[src/hdl/grid_dda_raycaster_defines.svh]
// ---------------------------------------------------------------------------
// Grid DDA raycaster assertion macros
// Shared concurrent assertion wrappers; define ASSERT_OFF to drop them.
// ---------------------------------------------------------------------------
`ifndef GRID_DDA_RAYCASTER_DEFINES_SVH
`define GRID_DDA_RAYCASTER_DEFINES_SVH
`ifndef ASSERT_OFF
// Checked only while the block is out of reset.
`define GDR_ASSERT(lbl, clk, rst_n, prop, msg) \
  lbl: assert property (@(posedge clk) disable iff (!rst_n) prop) else $error(msg);
// Checked at every edge, reset included.
`define GDR_ASSERT_ALWAYS(lbl, clk, prop, msg) \
  lbl: assert property (@(posedge clk) prop) else $error(msg);
`else
`define GDR_ASSERT(lbl, clk, rst_n, prop, msg)
`define GDR_ASSERT_ALWAYS(lbl, clk, prop, msg)
`endif
`endif

[src/hdl/gdr_pkg.sv]
// ---------------------------------------------------------------------------
// gdr_pkg
// Types, operation codes and constants shared by the raycaster modules.
// ---------------------------------------------------------------------------
`default_nettype none

package gdr_pkg;

  localparam int IN_TDATA_W  = 32;
  localparam int OUT_TDATA_W = 72;
  localparam int CFG_IDX_W   = 3;
  localparam int CFG_DATA_W  = 22;

  // Camera plane scale 0.57735 in Q0.14.
  localparam int PLANE_K = 9459;
  localparam logic [40:0] DELTA_ZERO = 41'h100_0000_0000;
  localparam logic [23:0] DIST_MAX   = 24'hFF_FFFF;
  localparam logic [23:0] DIST_MIN   = 24'd7;

  // Register indexes of the configuration port.
  localparam logic [CFG_IDX_W-1:0] CFG_POS_X    = 3'd0;
  localparam logic [CFG_IDX_W-1:0] CFG_POS_Y    = 3'd1;
  localparam logic [CFG_IDX_W-1:0] CFG_DIR_X    = 3'd2;
  localparam logic [CFG_IDX_W-1:0] CFG_DIR_Y    = 3'd3;
  localparam logic [CFG_IDX_W-1:0] CFG_GRID_W   = 3'd4;
  localparam logic [CFG_IDX_W-1:0] CFG_GRID_H   = 3'd5;
  localparam logic [CFG_IDX_W-1:0] CFG_SCREEN_W = 3'd6;

  // Datapath operations issued by the controller, one per cycle.
  localparam logic [4:0] OP_NONE       = 5'd0;
  localparam logic [4:0] OP_CLEAR      = 5'd1;
  localparam logic [4:0] OP_CELL       = 5'd2;
  localparam logic [4:0] OP_ACCEPT     = 5'd3;
  localparam logic [4:0] OP_PLANE_Y    = 5'd4;
  localparam logic [4:0] OP_CAM_START  = 5'd5;
  localparam logic [4:0] OP_RAY_X      = 5'd6;
  localparam logic [4:0] OP_RAY_Y      = 5'd7;
  localparam logic [4:0] OP_DX_START   = 5'd8;
  localparam logic [4:0] OP_DY_START   = 5'd9;
  localparam logic [4:0] OP_SX_LO      = 5'd10;
  localparam logic [4:0] OP_SX_HI      = 5'd11;
  localparam logic [4:0] OP_SY_LO      = 5'd12;
  localparam logic [4:0] OP_SY_HI      = 5'd13;
  localparam logic [4:0] OP_WALK_INIT  = 5'd14;
  localparam logic [4:0] OP_STEP       = 5'd15;
  localparam logic [4:0] OP_PERP_START = 5'd16;
  localparam logic [4:0] OP_PERP_DONE  = 5'd17;
  localparam logic [4:0] OP_WALL_MUL   = 5'd18;
  localparam logic [4:0] OP_WALL_SUM   = 5'd19;
  localparam logic [4:0] OP_EMIT_HIT   = 5'd20;
  localparam logic [4:0] OP_EMIT_MISS  = 5'd21;

  typedef struct packed {
    logic [4:0] op;
  } dp_cmd_t;

  typedef struct packed {
    logic div_busy;
    logic clear_last;
    logic step_out;
    logic map_wall;
    logic step_last;
  } dp_sts_t;

endpackage

`default_nettype wire

[src/hdl/gdr_ctrl.sv]
// ---------------------------------------------------------------------------
// gdr_ctrl
// Sequencer for map clearing, cell writes and the per-column ray cast.
// ---------------------------------------------------------------------------
`default_nettype none

`include "grid_dda_raycaster_defines.svh"

module gdr_ctrl import gdr_pkg::*; (
  input  wire logic    clk,
  input  wire logic    rst_n,
  input  wire logic    in_tvalid,
  input  wire logic    in_req_type,
  output logic         in_tready,
  output logic         out_tvalid,
  input  wire logic    out_tready,
  output dp_cmd_t      cmd,
  input  wire dp_sts_t sts
);

  localparam logic [4:0] S_CLEAR      = 5'd0;
  localparam logic [4:0] S_IDLE       = 5'd1;
  localparam logic [4:0] S_PLANE_Y    = 5'd2;
  localparam logic [4:0] S_CAM_START  = 5'd3;
  localparam logic [4:0] S_CAM_WAIT   = 5'd4;
  localparam logic [4:0] S_RAY_X      = 5'd5;
  localparam logic [4:0] S_RAY_Y      = 5'd6;
  localparam logic [4:0] S_DX_START   = 5'd7;
  localparam logic [4:0] S_DX_WAIT    = 5'd8;
  localparam logic [4:0] S_DY_START   = 5'd9;
  localparam logic [4:0] S_DY_WAIT    = 5'd10;
  localparam logic [4:0] S_SX_LO      = 5'd11;
  localparam logic [4:0] S_SX_HI      = 5'd12;
  localparam logic [4:0] S_SY_LO      = 5'd13;
  localparam logic [4:0] S_SY_HI      = 5'd14;
  localparam logic [4:0] S_WALK_INIT  = 5'd15;
  localparam logic [4:0] S_STEP       = 5'd16;
  localparam logic [4:0] S_CHECK      = 5'd17;
  localparam logic [4:0] S_PERP_START = 5'd18;
  localparam logic [4:0] S_PERP_WAIT  = 5'd19;
  localparam logic [4:0] S_PERP_DONE  = 5'd20;
  localparam logic [4:0] S_WALL_MUL   = 5'd21;
  localparam logic [4:0] S_WALL_SUM   = 5'd22;
  localparam logic [4:0] S_EMIT       = 5'd23;

  logic [4:0] state_r, state_nxt;
  logic       hit_r, hit_nxt;
  logic       out_valid_r, out_valid_nxt;

  always_comb begin
    state_nxt     = state_r;
    hit_nxt       = hit_r;
    out_valid_nxt = out_valid_r & ~out_tready;
    cmd.op        = OP_NONE;
    unique case (state_r)
      S_CLEAR: begin
        cmd.op = OP_CLEAR;
        if (sts.clear_last) begin
          state_nxt = S_IDLE;
        end
      end
      S_IDLE: begin
        if (in_tvalid) begin
          if (in_req_type) begin
            cmd.op    = OP_ACCEPT;
            state_nxt = S_PLANE_Y;
          end else begin
            cmd.op = OP_CELL;
          end
        end
      end
      S_PLANE_Y: begin
        cmd.op    = OP_PLANE_Y;
        state_nxt = S_CAM_START;
      end
      S_CAM_START: begin
        cmd.op    = OP_CAM_START;
        state_nxt = S_CAM_WAIT;
      end
      S_CAM_WAIT: begin
        if (!sts.div_busy) begin
          state_nxt = S_RAY_X;
        end
      end
      S_RAY_X: begin
        cmd.op    = OP_RAY_X;
        state_nxt = S_RAY_Y;
      end
      S_RAY_Y: begin
        cmd.op    = OP_RAY_Y;
        state_nxt = S_DX_START;
      end
      S_DX_START: begin
        cmd.op    = OP_DX_START;
        state_nxt = S_DX_WAIT;
      end
      S_DX_WAIT: begin
        if (!sts.div_busy) begin
          state_nxt = S_DY_START;
        end
      end
      S_DY_START: begin
        cmd.op    = OP_DY_START;
        state_nxt = S_DY_WAIT;
      end
      S_DY_WAIT: begin
        if (!sts.div_busy) begin
          state_nxt = S_SX_LO;
        end
      end
      S_SX_LO: begin
        cmd.op    = OP_SX_LO;
        state_nxt = S_SX_HI;
      end
      S_SX_HI: begin
        cmd.op    = OP_SX_HI;
        state_nxt = S_SY_LO;
      end
      S_SY_LO: begin
        cmd.op    = OP_SY_LO;
        state_nxt = S_SY_HI;
      end
      S_SY_HI: begin
        cmd.op    = OP_SY_HI;
        state_nxt = S_WALK_INIT;
      end
      S_WALK_INIT: begin
        cmd.op    = OP_WALK_INIT;
        state_nxt = S_STEP;
      end
      S_STEP: begin
        cmd.op = OP_STEP;
        if (sts.step_out) begin
          hit_nxt   = 1'b0;
          state_nxt = S_EMIT;
        end else begin
          state_nxt = S_CHECK;
        end
      end
      S_CHECK: begin
        if (sts.map_wall) begin
          state_nxt = S_PERP_START;
        end else if (sts.step_last) begin
          hit_nxt   = 1'b0;
          state_nxt = S_EMIT;
        end else begin
          state_nxt = S_STEP;
        end
      end
      S_PERP_START: begin
        cmd.op    = OP_PERP_START;
        state_nxt = S_PERP_WAIT;
      end
      S_PERP_WAIT: begin
        if (!sts.div_busy) begin
          state_nxt = S_PERP_DONE;
        end
      end
      S_PERP_DONE: begin
        cmd.op    = OP_PERP_DONE;
        state_nxt = S_WALL_MUL;
      end
      S_WALL_MUL: begin
        cmd.op    = OP_WALL_MUL;
        state_nxt = S_WALL_SUM;
      end
      S_WALL_SUM: begin
        cmd.op    = OP_WALL_SUM;
        hit_nxt   = 1'b1;
        state_nxt = S_EMIT;
      end
      S_EMIT: begin
        if (!out_valid_r || out_tready) begin
          cmd.op        = hit_r ? OP_EMIT_HIT : OP_EMIT_MISS;
          out_valid_nxt = 1'b1;
          state_nxt     = S_IDLE;
        end
      end
      default: state_nxt = S_IDLE;
    endcase
  end

  always_ff @(posedge clk) begin
    if (!rst_n) begin
      state_r     <= S_CLEAR;
      hit_r       <= 1'b0;
      out_valid_r <= 1'b0;
    end else begin
      state_r     <= state_nxt;
      hit_r       <= hit_nxt;
      out_valid_r <= out_valid_nxt;
    end
  end

  assign in_tready  = (state_r == S_IDLE);
  assign out_tvalid = out_valid_r;

  `GDR_ASSERT(a_div_start_idle, clk, rst_n, (cmd.op == OP_CAM_START || cmd.op == OP_DX_START || cmd.op == OP_DY_START || cmd.op == OP_PERP_START) |-> !sts.div_busy, "divider started while busy")
  `GDR_ASSERT(a_emit_free, clk, rst_n, (cmd.op == OP_EMIT_HIT || cmd.op == OP_EMIT_MISS) |-> (!out_valid_r || out_tready), "result overwrites an untaken word")
  `GDR_ASSERT(a_step_next, clk, rst_n, (state_r == S_STEP) |=> (state_r == S_CHECK || state_r == S_EMIT), "walk step not followed by check or result")
  `GDR_ASSERT_ALWAYS(a_reset_clear, clk, !rst_n |=> (state_r == S_CLEAR && !out_valid_r), "reset does not start the map clear")

endmodule

`default_nettype wire

[config.mk]
export PLATFORM = sky130hd
export DESIGN_NAME = gdr_ctrl
export DESIGN_NICKNAME = d
export VERILOG_FILES = /design/src/hdl/gdr_pkg.sv /design/src/hdl/gdr_ctrl.sv
export VERILOG_INCLUDE_DIRS = /design/src /design/src/hdl
export SDC_FILE = /design/constraint.sdc
export NUM_CORES = 1
export LEC_CHECK = 0
export BUFFER_PORTS_ARGS = -buffer_cell sky130_fd_sc_hd__buf_2
export CAP_MARGIN = 20
export CORE_ASPECT_RATIO = 1.2
export CORE_MARGIN = 3
export CORE_UTILIZATION = 45
export CTS_CLUSTER_DIAMETER = 150
export DETAILED_ROUTE_END_ITERATION = 8
export PLACE_DENSITY_LB_ADDON = 0.2
export SYNTH_ARGS = -nofsm -noshare
export SYNTH_HDL_FRONTEND = slang
export SYNTH_SLANG_ARGS = --single-unit
[constraint.sdc]
create_clock -name clk -period 1.5 [get_ports clk]
set_input_delay 0.3 -clock clk [delete_from_list [all_inputs] [get_ports clk]]
set_output_delay 0.3 -clock clk [all_outputs]
set_load 0.02 [all_outputs]
==> results.sh <==
export IMPL_status="finished, violations left"
export IMPL_violations="negative setup slack"
export IMPL_clock_latency_ps=260
export IMPL_final_core_util=0.924
export IMPL_synthCells=109
export IMPL_drt_first_pass_iters=4
export IMPL_synth_top_family_by_area="simple AND/OR/NAND/NOR gates"
export IMPL_die_x_um=43.3
export IMPL_synthMuxAreaShare=0.0133
export IMPL_synth_ff_type="dfxtp_1"
export IMPL_cts_tree="built"
export IMPL_core_area_um2=1500
export IMPL_leakage_nw=0.600
export IMPL_p_switching_uw=283
export IMPL_areaGrowthSynthToFinish_pct=84.5
export IMPL_crit_arrival_ps=1550
export IMPL_synth_simple_area_share=0.364
export IMPL_ant_nets=0
export IMPL_synth_edf_count=0
export IMPL_antenna_found_initial=0
export IMPL_grt_total_usage=0.300
export IMPL_layout_drive_gt1_share=0.585
export IMPL_worst_hold_path_type="in -> reg"
export IMPL_gp_congestion=0.843
export IMPL_first_global_vias=1070
export IMPL_numCtsBuffers=3
export IMPL_drtIter0Drc=57
export IMPL_post_dp_cell_area_um2=1060
export IMPL_power_uw=761
export IMPL_ys_seq_area_frac=0.186
export IMPL_slew_violations=0
export IMPL_vias_per_cell=6.59
export IMPL_synth_cell_types=39
export IMPL_path_max_fanout=6
export IMPL_htree_num_levels=1
export IMPL_place_inst=165
export IMPL_synth_seq_cells=7
export IMPL_min_period_ps=1850
export IMPL_ys_warnings_count=0
export IMPL_clockBufferDepth=2
export IMPL_critPathLaunchType="register"
export IMPL_place_worst_setup_slack_ps=-140
export IMPL_clkPwrFrac=0.233
export IMPL_num_io_pins=17
export IMPL_clkTransAtPathRegs_ps=60
export IMPL_cpMostUsedCell="buf_6"
export IMPL_finalSetupViolations=11
export IMPL_grt_pass1_wl_mm=4.90
export IMPL_num_antenna_cells=0
export IMPL_worst_slack_ps=-352
export IMPL_wl_per_cell_um=22.4
export IMPL_finalClockSkew_ps=9.67
export IMPL_critPathKind="reg -> out"
export IMPL_remaining_drc_errors=0
export IMPL_critPathMaxStageDelay_ps=370
export IMPL_synth_xor_area_frac=0.0116
export IMPL_final_area_um2=1390
export IMPL_max_freq_mhz=540
export IMPL_finalCritPeriodShare=1.23
export IMPL_setup_tns_ps=-1930
export IMPL_seqPwrFrac=0.277
export IMPL_final_cells=176
export IMPL_rows=15
export IMPL_combPwrFrac=0.490
export IMPL_grt_overflow=0
export IMPL_via_count=1159
export IMPL_routed_wl_mm=3.94
export IMPL_slew_headroom=0.788
export IMPL_dieArea_um2=2200
export IMPL_cts_root_buf="clkbuf_4"
export IMPL_hold_violations=0
export IMPL_maxCapViolCount=0
export IMPL_synth_compound_area_share=0.326
export IMPL_synth_nets=119
export IMPL_hold_ws_ps=352
export IMPL_syn_cell_area_um2=752
export IMPL_cp_end_kind="primary output"
export IMPL_die_y_um=50.8
export IMPL_grt_max_degree=14
export IMPL_final_nets=170
export IMPL_required_ps=1200
export IMPL_powerDensity_nw_per_um2=548
export IMPL_portBuffers=16
export IMPL_intPower_uw=478
export IMPL_netSwitchingFraction=0.371
export IMPL_clock_sinks=7
export IMPL_initial_core_util=0.501
export IMPL_synthArstFlopShare=0
export IMPL_syn_area_per_cell_um2=6.90
export IMPL_hpwl_mm=1.86
export IMPL_ir_drop_mv=0.470
export IMPL_path_cells="buf_6, or2_4, o22ai_4, a21oi_2, o22ai_2, buf_6"
export IMPL_yosys_area_share_adder=0.0150
export IMPL_slowest_stage="dfxtp_4"
export IMPL_rsz0062_at_grt="yes"
export IMPL_tightestPinTransition_ps=318
export IMPL_cts_hold_buf=0
[worst max-delay path, delay by kind of cell (launching register included)]
kind / cells / cell delay [ps]
AO/OA/AOI/OAI: 3 / 400
buffers and inverters: 2 / 270
flip-flops: 1 / 370
AND/OR/NAND/NOR: 1 / 250
[cell families (layout without fill, tap and decap cells)]
group                    count (synthesis)  after routing
AND/OR/NAND/NOR                         50             50
XOR/XNOR                                 1              1
adder cells (fa/ha/maj)                  1              1
multiplexers                             1              1
flip-flops                               7              7
buffers and inverters                   11             61
AO/OA/AOI/OAI                           38             38
[what timing repair did]
action,CTS,global route
gates cloned,0,0
pin swaps,15,12
setup endpoints to repair,11,11
gates resized for setup,40,23
setup buffers,7,1
[layout make-up]
class	instances	area, um2
well taps	17	21.3
inverters	2	15.0
repair buffers	55	437
multi-input cells	91	729
fillers	58	114
clock buffers	4	26.3
flip-flops and latches	7	159
[placed cells by master, fill, tap and decap left out, types with 3 or more instances in the layout]
cell type / n
nor2b_4: 3
a21oi_1: 8
and3_1: 3
a31oi_1: 3
nand4_1: 3
nor2_1: 9
nand2_1: 5
a22oi_2: 3
buf_2: 10
buf_6: 13
a21oi_2: 3
clkbuf_4: 3
dfxtp_4: 5
nand3_1: 3
buf_4: 32
o22ai_2: 3
[flip-flops by register name, indices dropped and copies added (netlist names)]
name	cells
state_r	5
hit_r	1
out_tvalid	1
[final timing paths]
path | startpoint | end | slack (ps) | depth (start not counted)
worst max-delay path | state_r[1]$_SDFFE_PN0P_ | cmd[2] | -350 | 6
worst min-delay path | rst_n | out_tvalid$_SDFF_PN0_ | 350 | 2
worst max register to register | state_r[1]$_SDFFE_PN0P_ | state_r[0]$_SDFFE_PN0P_ | -150 | 6
worst min register to register | hit_r$_SDFFE_PN0P_ | hit_r$_SDFFE_PN0P_ | 620 | 2
[Yosys cell counts, types with 2 or more instances]
cell / instances / share of area
a21oi_1: 12 / 0.080
buf_2: 5 / 0.033
and3_1: 3 / 0.025
buf_6: 2 / 0.030
nor2_1: 10 / 0.050
a31oi_1: 3 / 0.025
nand4_1: 3 / 0.025
o21a_1: 2 / 0.020
nor2b_1: 4 / 0.033
nand3_1: 3 / 0.020
o22ai_1: 5 / 0.042
a22oi_1: 3 / 0.030
dfxtp_1: 7 / 0.19
nand2b_1: 4 / 0.033
nor3_1: 3 / 0.020
nand2_1: 8 / 0.040
clkbuf_1: 2 / 0.010
nand3b_1: 2 / 0.020
nor3b_1: 4 / 0.040
o21ai_0: 3 / 0.020
a21o_1: 2 / 0.020
and3b_1: 2 / 0.023
[power groups by stage]
stage               clock network (mW)  registers [mW]  logic, mW
floorplan                            0           0.205      0.160
global placement                     0           0.217      0.241
detailed placement                   0           0.217      0.245
CTS                              0.179           0.208      0.295
global route                     0.185           0.210      0.391
finish                           0.177           0.211      0.373
[layer usage]
layer | wire length, um | GRT usage | up-vias | share of wire
met4 | 193 | 0.171 | 0 | 0.049
met5 | 0 | 0 | - | 0
met1 | 1480 | 0.318 | 556 | 0.38
li1 | - | - | 503 | -
met3 | 317 | 0.0430 | 20 | 0.081
met2 | 1950 | 0.547 | 80 | 0.49
(Power assumes the default switching activity.)
